`config.mk`:
```
export PLATFORM = sky130hd
export DESIGN_NAME = dpc_front
export DESIGN_NICKNAME = d
export VERILOG_FILES = /design/src/hdl/dpc_pkg.sv /design/src/hdl/dpc_front.sv
export SDC_FILE = /design/constraint.sdc
export NUM_CORES = 2
export LEC_CHECK = 0
export ABC_CLOCK_PERIOD_IN_PS = 14870
export BUFFER_PORTS_ARGS = -buffer_cell sky130_fd_sc_hd__buf_2
export CAP_MARGIN = 10
export CORE_AREA = 2 2 249 251
export DETAILED_ROUTE_END_ITERATION = 8
export DIE_AREA = 0 0 251 253
export PLACE_DENSITY = 0.84
export REMOVE_ABC_BUFFERS = 1
export SETUP_SLACK_MARGIN = 0.02
export SKIP_CTS_REPAIR_TIMING = 1
export SYNTH_ARGS = -nofsm -noshare
export SYNTH_HDL_FRONTEND = slang
export SYNTH_SLANG_ARGS = --single-unit
```
`constraint.sdc`:
```
create_clock -name clk -period 14.87 [get_ports clk]
set_input_delay 2.2305 -clock clk [delete_from_list [all_inputs] [get_ports clk]]
set_output_delay 2.2305 -clock clk [all_outputs]
set_load 0.03 [all_outputs]
```
`src/hdl/dpc_pkg.sv`:
```
`timescale 1ns / 1ps
// ----------------------------------------------------------------------------
// Depth pixel colorizer package
// Shared types, status codes, fixed colors and register indexes.
// ----------------------------------------------------------------------------
package dpc_pkg;

  // Class reported with every result pixel.
  typedef enum logic [2:0] {
    CLS_MAPPED = 3'd0,
    CLS_ZERO   = 3'd1,
    CLS_RANGE  = 3'd2,
    CLS_SAT    = 3'd3,
    CLS_OVF    = 3'd4,
    CLS_INTF   = 3'd5,
    CLS_EDGE   = 3'd6
  } pix_class_t;

  // Configuration register indexes.
  typedef enum logic [1:0] {
    REG_RANGE_START = 2'd0,
    REG_RANGE_STOP  = 2'd1,
    REG_COLOR_SCALE = 2'd2,
    REG_GRAY_SCALE  = 2'd3
  } cfg_reg_t;

  // What one colormap channel does at a given index.
  typedef enum logic [1:0] {
    MM_ZERO = 2'd0,
    MM_HOLD = 2'd1,
    MM_RAMP = 2'd2
  } map_mode_t;

  // Ramp width in colormap units (divisor is width times the step count).
  typedef enum logic [1:0] {
    DIV_W2 = 2'd0,
    DIV_W3 = 2'd1,
    DIV_W4 = 2'd2
  } div_sel_t;

  // Sensor status codes.
  localparam logic [15:0] CODE_OVERFLOW     = 16'd16002;
  localparam logic [15:0] CODE_SATURATION   = 16'd16003;
  localparam logic [15:0] CODE_INTERFERENCE = 16'd16007;
  localparam logic [15:0] CODE_EDGE         = 16'd16008;

  typedef struct packed {
    logic [7:0] red;
    logic [7:0] green;
    logic [7:0] blue;
  } rgb_t;

  localparam rgb_t COLOR_SAT   = '{red: 8'd255, green: 8'd0,   blue: 8'd128};
  localparam rgb_t COLOR_OVF   = '{red: 8'd169, green: 8'd14,  blue: 8'd255};
  localparam rgb_t COLOR_WHITE = '{red: 8'd255, green: 8'd255, blue: 8'd255};
  localparam rgb_t COLOR_BLACK = '{red: 8'd0,   green: 8'd0,   blue: 8'd0};
  localparam rgb_t COLOR_GREY  = '{red: 8'd127, green: 8'd127, blue: 8'd127};

  // Configuration register set.
  typedef struct packed {
    logic [15:0] range_start;
    logic [15:0] range_stop;
    logic [31:0] color_scale;
    logic [31:0] gray_scale;
  } cfg_t;

  localparam cfg_t CFG_RESET = '{
    range_start: 16'd0,
    range_stop:  16'd7500,
    color_scale: 32'd65536,
    gray_scale:  32'd2228
  };

  // Per-pixel data that rides along the colormap pipeline.
  typedef struct packed {
    pix_class_t pixel_class;
    logic [7:0] gray;
  } side_t;

endpackage

```
`src/hdl/dpc_front.sv`:
```
`timescale 1ns / 1ps
// ----------------------------------------------------------------------------
// Depth pixel colorizer front end
// Three stages: classify and offset, scale products, colormap index and gray.
// ----------------------------------------------------------------------------
module dpc_front
  import dpc_pkg::*;
#(
  parameter int COLOR_STEPS = 7500,
  localparam int IDX_W = $clog2(COLOR_STEPS)
) (
  input  logic             clk,
  input  logic             rst,
  input  cfg_t             cfg,
  input  logic             in_valid,
  output logic             in_ready,
  input  logic [15:0]      pixel_value,
  output logic             out_valid,
  input  logic             out_ready,
  output logic [IDX_W-1:0] out_idx,
  output side_t            out_side
);

  localparam logic [31:0] STEPS = 32'(COLOR_STEPS);
  localparam logic [31:0] LAST  = 32'(COLOR_STEPS - 1);

  logic v1, v2, v3;
  logic adv1, adv2, adv3;

  // Stage 1 registers.
  logic [15:0] s1_dist;
  pix_class_t  s1_cls;
  // Stage 2 registers.
  logic [31:0] s2_p;
  logic [31:0] s2_g;
  pix_class_t  s2_cls;
  // Stage 3 registers.
  logic [IDX_W-1:0] s3_idx;
  side_t            s3_side;

  logic        below;
  logic [15:0] dist_next;
  pix_class_t  cls_next;
  logic [47:0] c_prod;
  logic [47:0] g_prod;
  logic [31:0] rev;
  logic [IDX_W-1:0] idx_next;
  logic [7:0]  gray_next;

  // A stage moves when it is empty or the next one moves.
  assign adv3     = !v3 || out_ready;
  assign adv2     = !v2 || adv3;
  assign adv1     = !v1 || adv2;
  assign in_ready = adv1;

  always_ff @(posedge clk) begin
    if (rst) begin
      v1 <= 1'b0;
      v2 <= 1'b0;
      v3 <= 1'b0;
    end else begin
      if (adv1) v1 <= in_valid;
      if (adv2) v2 <= v1;
      if (adv3) v3 <= v2;
    end
  end

  // Stage 1: offset from range start and status decode.
  always_comb begin
    below     = pixel_value < cfg.range_start;
    dist_next = below ? 16'd0 : pixel_value - cfg.range_start;
    if (pixel_value == CODE_SATURATION) begin
      cls_next = CLS_SAT;
    end else if (pixel_value == CODE_OVERFLOW) begin
      cls_next = CLS_OVF;
    end else if (pixel_value == CODE_INTERFERENCE) begin
      cls_next = CLS_INTF;
    end else if (pixel_value == CODE_EDGE) begin
      cls_next = CLS_EDGE;
    end else if (pixel_value == 16'd0) begin
      cls_next = CLS_ZERO;
    end else if (below || pixel_value > cfg.range_stop) begin
      cls_next = CLS_RANGE;
    end else begin
      cls_next = CLS_MAPPED;
    end
  end

  always_ff @(posedge clk) begin
    if (adv1) begin
      s1_dist <= dist_next;
      s1_cls  <= cls_next;
    end
  end

  // Stage 2: Q16.16 scale products, integer part kept.
  assign c_prod = 48'(s1_dist) * 48'(cfg.color_scale);
  assign g_prod = 48'(s1_dist) * 48'(cfg.gray_scale);

  always_ff @(posedge clk) begin
    if (adv2) begin
      s2_p   <= c_prod[47:16];
      s2_g   <= g_prod[47:16];
      s2_cls <= s1_cls;
    end
  end

  // Stage 3: reversed, clamped colormap index and saturated gray.
  assign rev = STEPS - s2_p;

  always_comb begin
    if (s2_cls == CLS_ZERO) begin
      idx_next = '0;
    end else if (s2_p == 32'd0) begin
      idx_next = LAST[IDX_W-1:0];
    end else if (s2_p >= STEPS) begin
      idx_next = '0;
    end else begin
      idx_next = rev[IDX_W-1:0];
    end
    gray_next = (s2_g > 32'd255) ? 8'hFF : s2_g[7:0];
  end

  always_ff @(posedge clk) begin
    if (adv3) begin
      s3_idx               <= idx_next;
      s3_side.pixel_class  <= s2_cls;
      s3_side.gray         <= gray_next;
    end
  end

  assign out_valid = v3;
  assign out_idx   = s3_idx;
  assign out_side  = s3_side;

  // A zero pixel always reads the first colormap entry.
  a_zero_idx: assert property (@(posedge clk) disable iff (rst)
    v3 && s3_side.pixel_class == CLS_ZERO |-> s3_idx == '0)
    else $error("zero pixel did not select colormap entry 0");

  // An accepted pixel occupies the first stage on the next cycle.
  a_accept_fill: assert property (@(posedge clk) disable iff (rst)
    in_valid && in_ready |=> v1)
    else $error("accepted pixel lost at the first stage");

  // A mapped index never leaves the colormap.
  a_idx_bound: assert property (@(posedge clk) disable iff (rst)
    v3 |-> 32'(s3_idx) <= LAST)
    else $error("colormap index out of bounds");

endmodule

```
==> results.sh <==
export IMPL_tritoncts="built"
export IMPL_num_vias=26648
export IMPL_grt_max_degree=68
export IMPL_synth_seq_cells=113
export IMPL_crit_family="adder cells"
export IMPL_critical_path_slowest_cell="fa_1"
export IMPL_drv_slew=0
export IMPL_ctsHtreeMaxLevel=4
export IMPL_finalSetupViolations=0
export IMPL_cts_clk_slew_worst_paths_ns=0.06
export IMPL_grt_overflow=0
export IMPL_drt_first_iter_violations=1580
export IMPL_seq_area_mm2=0.00336
export IMPL_use_met3_pct=4.17
export IMPL_drc=0
export IMPL_worstPathCellList="buf_2 > nand2_1 > fa_1 > fa_1 > fa_1 > inv_1 > fa_1 > fa_1 > inv_1 > fa_1 > inv_1 > ha_1 > a21oi_1 > o21ai_0 > a211o_1 > o22ai_1 > nor3_1 > or3_1 > a221o_1 > a2bb2oi_1 > xor2_1"
export IMPL_antenna_cells=0
export IMPL_dieWidth_um=251
export IMPL_finalCriticalPeriod_ns=8.28
export IMPL_die_h_um=253
export IMPL_met2_usage_pct=51.7
export IMPL_clockRootBuffer="clkbuf_16"
export IMPL_ant_nets=0
export IMPL_ios=142
export IMPL_grt_first_pass_wirelength_mm=148
export IMPL_wl_per_cell_um=18.7
export IMPL_syn_avg_cell_area_um2=9.19
export IMPL_min_path_type="flop to flop"
export IMPL_critPathArrivalTime_ns=8.50
export IMPL_setup_tns_final_ns=0
export IMPL_layout_commonest_cell="inv_1"
export IMPL_cp_start_kind="primary input"
export IMPL_critPathMostFrequentCell="fa_1"
export IMPL_drive_above_1_share_pct=5.20
export IMPL_antenna_found_initial=0
export IMPL_worst_pin_slew_ns=1.17
export IMPL_grt_most_used_layer="met2"
export IMPL_critical_path_peak_fanout=16
export IMPL_end_kind="flop"
export IMPL_hold_viol_final=0
export IMPL_die_area_mm2=0.0635
export IMPL_synthesis_area_mm2=0.0361
export IMPL_cts_made_buffers=17
export IMPL_ys_seq_area_share_pct=9.32
export IMPL_synth_ff_type="edfxtp_1"
export IMPL_core_area_mm2=0.0610
export IMPL_nets=5149
export IMPL_vias_per_cell=5.63
export IMPL_maxCapViolations=0
export IMPL_grt_util_met1_pct=36.9
export IMPL_synthToLayoutAreaGrowth_pct=4.92
export IMPL_most_common_layout_cells="inv_1 (923), fa_1 (835), nand2_1 (655)"
export IMPL_start_util_pct=59.1
export IMPL_grt_pass1_vias=29503
export IMPL_rsz0062_at_grt="no"
export IMPL_synth_edf_count=110
export IMPL_required_ns=15.09
export IMPL_grt_use_total_pct=29.8
export IMPL_critPathMaxStageDelay_ns=0.56
export IMPL_clock_skew_final_ns=0.0206
export IMPL_multi_input_area_mm2=0.0286
export IMPL_relSlewSlack_pct=22.0
export IMPL_wl_mm=88.7
export IMPL_yosysUniqueCellTypes=55
export IMPL_yosys_warnings=0
export IMPL_worst_skew_pair_late_latency_ns=0.48
export IMPL_synth_cells=3929
export IMPL_place_congestion=0.888
export IMPL_critPathBufInv=4
export IMPL_fmax_mhz=121
export IMPL_first_pass_iters=5
export IMPL_place_hpwl_mm=66.1
export IMPL_run_status="complete, no violations"
export IMPL_clock_path_buffers=2
export IMPL_io_buffers=141
export IMPL_rows=91
export IMPL_fillers=4962
export IMPL_clock_sinks=113
export IMPL_async_reset_ff_share_pct=0
export IMPL_fin_crit_sh_pct=55.7
export IMPL_critical_path_class="primary input to flop"
-- registers in the layout, summed over array words and instances, names as in the netlist --
register   flops
out_idx       13
out_side      11
out_valid      1
s1_cls         3
s1_dist       16
s2_cls         3
s2_g          32
s2_p          32
v1             1
v2             1
-- cells in the mapped netlist, types with 7 or more instances --
cell type    n  share of area, %
inv_1      924               9.6
fa_1       835                46
nand2_1    655               6.8
and2_1     432               7.5
ha_1       267               9.3
clkbuf_1   179               1.9
edfxtp_1   110               9.2
a21oi_1     78               1.1
nor2_1      66              0.69
xnor2_1     55               1.3
a21o_1      42              0.87
o21ai_0     32              0.44
nand4_1     28              0.49
xor2_1      25              0.61
nor3_1      21              0.29
nor4_1      16              0.28
or3_1       14              0.24
a31oi_1     13              0.23
nor2b_1     13              0.23
nand2b_1    12              0.21
nand3_1     12              0.17
and3_1      10              0.17
o31ai_1      8              0.17
a211oi_1     7              0.15
-- final cells by class --
type                    count  share of cell area (%)
multi-input cells        2710                    75.5
flip-flops and latches    113                    8.88
inverters                 924                    9.16
clock buffers              18                    1.13
clock inverters            14                   0.413
well taps                 790                    2.61
repair buffers            165                    2.34
-- through the flow --
step / cells / util [%] / cell area (um^2) / worst slack, ns / hold slack (ns)
finish: 4734 / 62.0 / 37900 / 6.59 / 0.424
global route: 4734 / 62.0 / 37900 / 6.28 / 0.442
CTS: 4734 / 62.0 / 37900 / 6.67 / 0.425
detailed placement: 4702 / 61.1 / 37300 / 6.17 / 0.411
global placement: 4702 / 61.1 / 37300 / 6.34 / 0.405
floorplan: 3747 / - / 35400 / 6.95 / 0.400
-- kinds of logic (layout without fill, tap and decap cells) --
group / count (synthesis) / in the layout / share of synthesized area, %
buffers and inverters: 1106 / 1121 / 11.5
multiplexers: 1 / 1 / 0.0277
flip-flops: 113 / 113 / 9.32
AO/OA/AOI/OAI: 229 / 229 / 4.12
adder cells (fa/ha/maj): 1102 / 1102 / 55.6
AND/OR/NAND/NOR: 1298 / 1298 / 17.5
XOR/XNOR: 80 / 80 / 1.94
-- metal layers --
metal  wire length [um]  share of wire, %
met2              44500                50
met3               6770               7.6
met4               4090               4.6
met5                  0                 0
met1              33300                38
-- worst paths after layout --
path | to | slack (ns) | startpoint | cells past startpoint
setup / recovery | s2_p[30] | 6.59 | cfg[49] | 21
hold / removal | s2_cls[0] | 0.42 | s1_cls[0] | 0
setup reg to reg | s2_p[30] | 7.49 | s1_dist[15] | 20
hold reg to reg | s2_cls[0] | 0.42 | s1_cls[0] | 0
Power is not shown: default switching activity piles up to over one toggle a cycle in this logic, so the estimate is an artifact.
