[src/hdl/dpc_pkg.sv]
`timescale 1ns / 1ps
// ----------------------------------------------------------------------------
// Depth pixel colorizer package
// Shared types, status codes, fixed colors and register indexes.
// ----------------------------------------------------------------------------
package dpc_pkg;

  // Class reported with every result pixel.
  typedef enum logic [2:0] {
    CLS_MAPPED = 3'd0,
    CLS_ZERO   = 3'd1,
    CLS_RANGE  = 3'd2,
    CLS_SAT    = 3'd3,
    CLS_OVF    = 3'd4,
    CLS_INTF   = 3'd5,
    CLS_EDGE   = 3'd6
  } pix_class_t;

  // Configuration register indexes.
  typedef enum logic [1:0] {
    REG_RANGE_START = 2'd0,
    REG_RANGE_STOP  = 2'd1,
    REG_COLOR_SCALE = 2'd2,
    REG_GRAY_SCALE  = 2'd3
  } cfg_reg_t;

  // What one colormap channel does at a given index.
  typedef enum logic [1:0] {
    MM_ZERO = 2'd0,
    MM_HOLD = 2'd1,
    MM_RAMP = 2'd2
  } map_mode_t;

  // Ramp width in colormap units (divisor is width times the step count).
  typedef enum logic [1:0] {
    DIV_W2 = 2'd0,
    DIV_W3 = 2'd1,
    DIV_W4 = 2'd2
  } div_sel_t;

  // Sensor status codes.
  localparam logic [15:0] CODE_OVERFLOW     = 16'd16002;
  localparam logic [15:0] CODE_SATURATION   = 16'd16003;
  localparam logic [15:0] CODE_INTERFERENCE = 16'd16007;
  localparam logic [15:0] CODE_EDGE         = 16'd16008;

  typedef struct packed {
    logic [7:0] red;
    logic [7:0] green;
    logic [7:0] blue;
  } rgb_t;

  localparam rgb_t COLOR_SAT   = '{red: 8'd255, green: 8'd0,   blue: 8'd128};
  localparam rgb_t COLOR_OVF   = '{red: 8'd169, green: 8'd14,  blue: 8'd255};
  localparam rgb_t COLOR_WHITE = '{red: 8'd255, green: 8'd255, blue: 8'd255};
  localparam rgb_t COLOR_BLACK = '{red: 8'd0,   green: 8'd0,   blue: 8'd0};
  localparam rgb_t COLOR_GREY  = '{red: 8'd127, green: 8'd127, blue: 8'd127};

  // Configuration register set.
  typedef struct packed {
    logic [15:0] range_start;
    logic [15:0] range_stop;
    logic [31:0] color_scale;
    logic [31:0] gray_scale;
  } cfg_t;

  localparam cfg_t CFG_RESET = '{
    range_start: 16'd0,
    range_stop:  16'd7500,
    color_scale: 32'd65536,
    gray_scale:  32'd2228
  };

  // Per-pixel data that rides along the colormap pipeline.
  typedef struct packed {
    pix_class_t pixel_class;
    logic [7:0] gray;
  } side_t;

endpackage

[src/hdl/dpc_jet_map.sv]
`timescale 1ns / 1ps
// ----------------------------------------------------------------------------
// Depth pixel colorizer jet colormap
// Evaluates the piecewise-linear jet map at an index in four stages, using a
// reciprocal multiply and one correction step for each channel's ramp.
// ----------------------------------------------------------------------------
module dpc_jet_map
  import dpc_pkg::*;
#(
  parameter int COLOR_STEPS = 7500,
  localparam int IDX_W = $clog2(COLOR_STEPS)
) (
  input  logic             clk,
  input  logic             rst,
  input  logic             in_valid,
  output logic             in_ready,
  input  logic [IDX_W-1:0] in_idx,
  input  side_t            in_side,
  output logic             out_valid,
  input  logic             out_ready,
  output rgb_t             out_rgb,
  output side_t            out_side
);

  // Widths: breakpoints reach 11 steps, ramp offsets reach 4 steps.
  localparam int CW  = IDX_W + 4;
  localparam int U_W = IDX_W + 3;
  localparam int X_W = U_W + 8;
  localparam int P_W = X_W + 32;

  localparam logic [CW-1:0] N1  = CW'(COLOR_STEPS);
  localparam logic [CW-1:0] N3  = CW'(3 * COLOR_STEPS);
  localparam logic [CW-1:0] N5  = CW'(5 * COLOR_STEPS);
  localparam logic [CW-1:0] N7  = CW'(7 * COLOR_STEPS);
  localparam logic [CW-1:0] N8  = CW'(8 * COLOR_STEPS);
  localparam logic [CW-1:0] N11 = CW'(11 * COLOR_STEPS);

  localparam logic [U_W-1:0] DEN2 = U_W'(2 * COLOR_STEPS);
  localparam logic [U_W-1:0] DEN3 = U_W'(3 * COLOR_STEPS);
  localparam logic [U_W-1:0] DEN4 = U_W'(4 * COLOR_STEPS);

  // floor(2^32 / divisor); the quotient estimate is low by at most one.
  localparam logic [31:0] RCP2 = 32'(64'h1_0000_0000 / 64'(2 * COLOR_STEPS));
  localparam logic [31:0] RCP3 = 32'(64'h1_0000_0000 / 64'(3 * COLOR_STEPS));
  localparam logic [31:0] RCP4 = 32'(64'h1_0000_0000 / 64'(4 * COLOR_STEPS));

  function automatic logic [31:0] rcp_of(div_sel_t s);
    case (s)
      DIV_W2:  rcp_of = RCP2;
      DIV_W3:  rcp_of = RCP3;
      DIV_W4:  rcp_of = RCP4;
      default: rcp_of = RCP2;
    endcase
  endfunction

  function automatic logic [U_W-1:0] den_of(div_sel_t s);
    case (s)
      DIV_W2:  den_of = DEN2;
      DIV_W3:  den_of = DEN3;
      DIV_W4:  den_of = DEN4;
      default: den_of = DEN2;
    endcase
  endfunction

  logic v4, v5, v6, v7;
  logic adv4, adv5, adv6, adv7;

  side_t s4_side, s5_side, s6_side, s7_side;

  logic [CW-1:0]  n8;
  map_mode_t      mode_next [3];
  div_sel_t       sel_next  [3];
  logic [U_W-1:0] u_next    [3];

  map_mode_t      s4_mode [3];
  div_sel_t       s4_sel  [3];
  logic [U_W-1:0] s4_u    [3];
  map_mode_t      s5_mode [3];
  div_sel_t       s5_sel  [3];
  logic [X_W-1:0] s5_x    [3];
  logic [P_W-1:0] s5_prod [3];
  map_mode_t      s6_mode [3];
  div_sel_t       s6_sel  [3];
  logic [X_W-1:0] s6_x    [3];
  logic [7:0]     s6_qest [3];
  logic [X_W-1:0] s6_qd   [3];
  logic [7:0]     s7_chan [3];
  logic [X_W-1:0] rem     [3];
  logic [X_W-1:0] den6    [3];

  // Stage handshake: a stage moves when it is empty or the next one moves.
  assign adv7     = !v7 || out_ready;
  assign adv6     = !v6 || adv7;
  assign adv5     = !v5 || adv6;
  assign adv4     = !v4 || adv5;
  assign in_ready = adv4;

  always_ff @(posedge clk) begin
    if (rst) begin
      v4 <= 1'b0;
      v5 <= 1'b0;
      v6 <= 1'b0;
      v7 <= 1'b0;
    end else begin
      if (adv4) v4 <= in_valid;
      if (adv5) v5 <= v4;
      if (adv6) v6 <= v5;
      if (adv7) v7 <= v6;
    end
  end

  // Stage 4: locate each channel's piece at x = 8k/N and its ramp offset.
  assign n8 = CW'({in_idx, 3'b000});

  always_comb begin
    for (int c = 0; c < 3; c++) begin
      mode_next[c] = MM_ZERO;
      sel_next[c]  = DIV_W2;
      u_next[c]    = '0;
    end
    // Red: rises on [3,5), holds on [5,7), falls on [7,11).
    if (n8 >= N3 && n8 < N5) begin
      mode_next[0] = MM_RAMP;
      u_next[0]    = U_W'(n8 - N3);
    end else if (n8 >= N5 && n8 < N7) begin
      mode_next[0] = MM_HOLD;
    end else if (n8 >= N7 && n8 < N11) begin
      mode_next[0] = MM_RAMP;
      sel_next[0]  = DIV_W4;
      u_next[0]    = U_W'(N11 - n8);
    end
    // Green: rises on [1,3), holds on [3,5), falls on [5,8).
    if (n8 >= N1 && n8 < N3) begin
      mode_next[1] = MM_RAMP;
      u_next[1]    = U_W'(n8 - N1);
    end else if (n8 >= N3 && n8 < N5) begin
      mode_next[1] = MM_HOLD;
    end else if (n8 >= N5 && n8 < N8) begin
      mode_next[1] = MM_RAMP;
      sel_next[1]  = DIV_W3;
      u_next[1]    = U_W'(N8 - n8);
    end
    // Blue: rises from half on [0,1), holds on [1,3), falls on [3,5).
    if (n8 < N1) begin
      mode_next[2] = MM_RAMP;
      u_next[2]    = U_W'(n8 + N1);
    end else if (n8 < N3) begin
      mode_next[2] = MM_HOLD;
    end else if (n8 < N5) begin
      mode_next[2] = MM_RAMP;
      u_next[2]    = U_W'(N5 - n8);
    end
  end

  always_ff @(posedge clk) begin
    if (adv4) begin
      s4_side <= in_side;
      s4_mode <= mode_next;
      s4_sel  <= sel_next;
      s4_u    <= u_next;
    end
  end

  // Sideband follows the channel lanes.
  always_ff @(posedge clk) begin
    if (adv5) s5_side <= s4_side;
    if (adv6) s6_side <= s5_side;
    if (adv7) s7_side <= s6_side;
  end

  // Stages 5 to 7, one lane per channel: floor(u * 255 / divisor).
  for (genvar c = 0; c < 3; c++) begin : g_lane
    logic [X_W-1:0] x_next;
    logic [7:0]     qest_next;
    logic [7:0]     q_fix;

    // Stage 5: numerator and reciprocal product.
    assign x_next = (X_W'(s4_u[c]) << 8) - X_W'(s4_u[c]);

    always_ff @(posedge clk) begin
      if (adv5) begin
        s5_mode[c] <= s4_mode[c];
        s5_sel[c]  <= s4_sel[c];
        s5_x[c]    <= x_next;
        s5_prod[c] <= P_W'(x_next) * P_W'(rcp_of(s4_sel[c]));
      end
    end

    // Stage 6: quotient estimate and its back product.
    assign qest_next = s5_prod[c][39:32];

    always_ff @(posedge clk) begin
      if (adv6) begin
        s6_mode[c] <= s5_mode[c];
        s6_sel[c]  <= s5_sel[c];
        s6_x[c]    <= s5_x[c];
        s6_qest[c] <= qest_next;
        s6_qd[c]   <= X_W'(X_W'(qest_next) * X_W'(den_of(s5_sel[c])));
      end
    end

    // Stage 7: one correction step, then the channel value.
    assign den6[c] = X_W'(den_of(s6_sel[c]));
    assign rem[c]  = s6_x[c] - s6_qd[c];
    assign q_fix   = (rem[c] >= den6[c]) ? s6_qest[c] + 8'd1 : s6_qest[c];

    always_ff @(posedge clk) begin
      if (adv7) begin
        case (s6_mode[c])
          MM_ZERO: s7_chan[c] <= 8'd0;
          MM_HOLD: s7_chan[c] <= 8'd255;
          MM_RAMP: s7_chan[c] <= q_fix;
          default: s7_chan[c] <= 8'd0;
        endcase
      end
    end
  end

  assign out_valid = v7;
  assign out_rgb   = '{red: s7_chan[0], green: s7_chan[1], blue: s7_chan[2]};
  assign out_side  = s7_side;

  // The reciprocal estimate is never more than one below the quotient.
  for (genvar a = 0; a < 3; a++) begin : g_chk
    a_rem_bound: assert property (@(posedge clk) disable iff (rst)
      v6 && s6_mode[a] == MM_RAMP |-> rem[a] < (den6[a] << 1))
      else $error("ramp quotient estimate off by more than one");
  end

  // A request taken at the input reaches the first map stage.
  a_accept_fill: assert property (@(posedge clk) disable iff (rst)
    in_valid && in_ready |=> v4)
    else $error("index lost entering the colormap pipeline");

  // A stalled last stage keeps its sideband.
  a_hold_side: assert property (@(posedge clk) disable iff (rst)
    v7 && !out_ready |=> v7 && $stable(s7_side))
    else $error("colormap result changed while stalled");

endmodule

[config.mk]
export PLATFORM = sky130hd
export DESIGN_NAME = dpc_jet_map
export DESIGN_NICKNAME = d
export VERILOG_FILES = /design/src/hdl/dpc_pkg.sv /design/src/hdl/dpc_jet_map.sv
export SDC_FILE = /design/constraint.sdc
export NUM_CORES = 2
export LEC_CHECK = 0
export ABC_AREA = 1
export ABC_CLOCK_PERIOD_IN_PS = 9900
export BUFFER_PORTS_ARGS = -buffer_cell sky130_fd_sc_hd__buf_2
export CAP_MARGIN = 15
export CORE_MARGIN = 4
export CORE_UTILIZATION = 55
export CTS_CLUSTER_SIZE = 30
export DETAILED_ROUTE_END_ITERATION = 8
export PLACE_DENSITY = 0.81
export REMOVE_ABC_BUFFERS = 1
export SLEW_MARGIN = 10
export SYNTH_ARGS = -nofsm -noshare
export SYNTH_HDL_FRONTEND = slang
export SYNTH_SLANG_ARGS = --single-unit
export TNS_END_PERCENT = 100
[constraint.sdc]
create_clock -name clk -period 9.9 [get_ports clk]
set_input_delay 0.99 -clock clk [delete_from_list [all_inputs] [get_ports clk]]
set_output_delay 0.99 -clock clk [all_outputs]
set_load 0.005 [all_outputs]
==> results.md <==
* DRC at 0
* Largest stage delay on the critical path at 0.61 ns
* Maximum clock path buffer count at 3
* Grt total ovfl at 0
* Synthesized area at 0.05478 mm²
* Multiplexer share of the synthesized area at 0
* CP startpoint: s4_mode[1]
* Syn Area/Cell at 9.117 µm²
* First-pass GRT wire length at 217.4 mm
* Layout Nets at 7733
* Routed vias/inst at 5.334
* Largest net degree at the start of global routing at 71
* CTS clock-pin slew for the worst setup and hold paths at 0.07 ns
* Ports at 65
* WP data required at 10.22 ns
* Cells resized by post-CTS repair at 0
* Simple-gate area share of the yosys netlist at 0.1268
* Pins Over Slew Limit at 0
* Vias in the first global route at 40920
* Crit path kind: flop to flop
* Final HPWL from detailed placement at 117.6 mm
* # H-tree levels at 2
* Post-route ant nets at 0
* Compound-Gate Fraction of Synth Area at 0.05212
* Worst-Skew Late Latency at 0.60 ns
* Total GRT Usage at 0.2648
* Via Count at 39690
* Top cell type's share of synthesized area at 0.2821
* Endpoint class of the critical path: flop
* Number of distinct library cells after synthesis at 64
* Area contributors post-synth: fa_1 28%, edfxtp_1 20%, ha_1 19%, inv_1 11%, nand2_1 6.2%
* F_max at 0.1168 GHz
* Worst Path Arrival at 8.88 ns
* Clock Skew at 0.03399 ns
* Number of synthesized flops with an enable pin at 371
* Core area at 0.09856 mm²
* CTS root buf: clkbuf_16
* Tmin final at 8.563 ns
* Seq cells post-synth at 375
* Crit-path max FO at 8
* Die Y at 323.6 µm
* Xor and xnor area share after synthesis at 0.02948
* Fin crit share at 0.8649
* Max-Cap Viols at 0
* Seq/Total Area, Yosys at 0.2048
* Area leader, netlist: fa_1
* Top FF cell, synth: edfxtp_1
* Initial antenna violation count at 16
* Worst-Margin Slew at 1.148 ns
* DRT iter0 DRCs at 2860
* Slowest cell on crit path: fa_1
* Worst hold start: s5_x[0][34]
* Area delta synth->final at 6.187%
* Inserted Clock Buffers at 43
* Row count at 115
* Reg2reg start: s4_mode[1]
* Die W at 323.6 µm
* Hold Buf Count CTS at 0
* Final Hold Fails at 0
* Cell count after synthesis at 6009
* WL per Instance at 18.07 µm
* Setup TNS at 0 ns
* Drt pass-1 iters at 8
* Main combinational cell family by area after synthesis: adder cells
* CTS tree: built
* Adder-cell share of the synthesized area at 0.4689
* Die area at 0.1047 mm²
* Clock sinks at 375
* Async set-reset flop share out of synthesis at 0
* Setup violations, final at 0
* Slew margin rel. at 0.2289
* Initial Utilization at 0.5558
* Yosys warning total at 0
* RSZ-0062 raised after global routing: no
* Postcts setup bufs at 0
* CP Launch Type: flop
* Port bufs at 64
* Detailed Route WL at 134.5 mm
* Share of layout cells above drive strength 1 at 0.03498
* Most frequent CP cell: inv_1
* GP Congestion at 0.9814
* Outcome: completed
* HP Class: flop to flop
## state kept, by name (all words and copies together), names as in the netlist, 5 cells and up
signal and flops:
s7_chan 24, s5_x 63, s6_qd 63, s6_side 11, s6_mode 5, out_side 11
s5_prod 26, s5_side 11, s4_side 11, s6_x 65, s4_u 41, s5_mode 5
s6_qest 24, s4_mode 5
## layout make-up
type                       instances  area, µm²
tap                             1287       1610
multi-input combinational       3968      37300
sequential                       375      11220
inverter                        1646       6186
timing repair buffer              81      447.9
fill                            8347      40390
antenna                            7      17.52
clock inverter                    25      219.0
clock buffer                      52       1172
## placed cells by master, fill, tap and decap left out, types with 49 or more instances in the layout
cell type and count:
inv_1 1631, nand2_1 899, ha_1 818, fa_1 772
edfxtp_1 371, nor2_1 339, a21oi_1 246, nand3_1 192
o21ai_0 141, xor2_1 135, nand4_1 71, buf_2 64
nor3_1 50, conb_1 49
## Yosys cell counts (all sizes together), types with 3 or more instances
cell type and instances:
inv 1642, nand2 910, ha 818, fa 772
edfxtp 371, nor2 357, a21oi 247, nand3 196
o21ai 151, xor2 136, nand4 72, clkbuf 55
nor3 52, xnor2 45, o21bai 20, a21o 16
a31oi 14, nand3b 14, or2 14, buf 12
nor4 12, o22ai 12, o21a 8, a21boi 7
a211oi 5, and2 5, a221oi 4, clkinv 4
dfxtp 4, o2111ai 4, o211ai 4, o32ai 4
and3 3, o31ai 3
## cells by family after synthesis
| logic type | Yosys count |
|---|---|
| flops | 375 |
| fa+ha+maj | 1590 |
| simple gates | 1636 |
| compound gates | 511 |
| xor+xnor | 182 |
| other cells | 2 |
| buf+inv | 1713 |
## worst max-delay path, delay by kind of cell, from the launching register on
| family | cells | cell delay [ns] |
|---|---|---|
| compound gates | 4 | 0.70 |
| xor+xnor | 2 | 0.72 |
| fa+ha+maj | 9 | 3.99 |
| buf+inv | 8 | 1.18 |
| flops | 1 | 0.57 |
| simple gates | 10 | 1.12 |
## path summary, 6_finish.rpt
kind	endpoint	depth (start not counted)	slack, ns
max	s5_prod[0][151]	33	1.34
max reg2reg	s5_prod[0][151]	33	1.34
min	s6_x[0][34]	0	0.41
min reg2reg	s6_x[0][34]	0	0.41
## routing by layer
metal	track usage	part of all wire
met1	0.3732	0.44
met2	0.4323	0.46
met3	0.04455	0.072
met4	0.06260	0.025
met5	0	0.00071
## metrics by stage
step,hold slack (ns),setup slack [ns],util,std cells,area (µm²)
detailed placement,0.4045,1.488,0.5759,7357,56760
floorplan,0.4003,1.993,-,5989,54690
finish,0.4133,1.337,0.5902,7441,58170
global placement,0.4012,1.607,0.5759,7357,56760
CTS,0.4146,1.390,0.5900,7434,58160
global route,0.4182,0.7263,0.5901,7437,58160
Power is left out: the tool's default activity adds up to more than one toggle a clock period on the data nets, which glitch-free logic cannot reach.
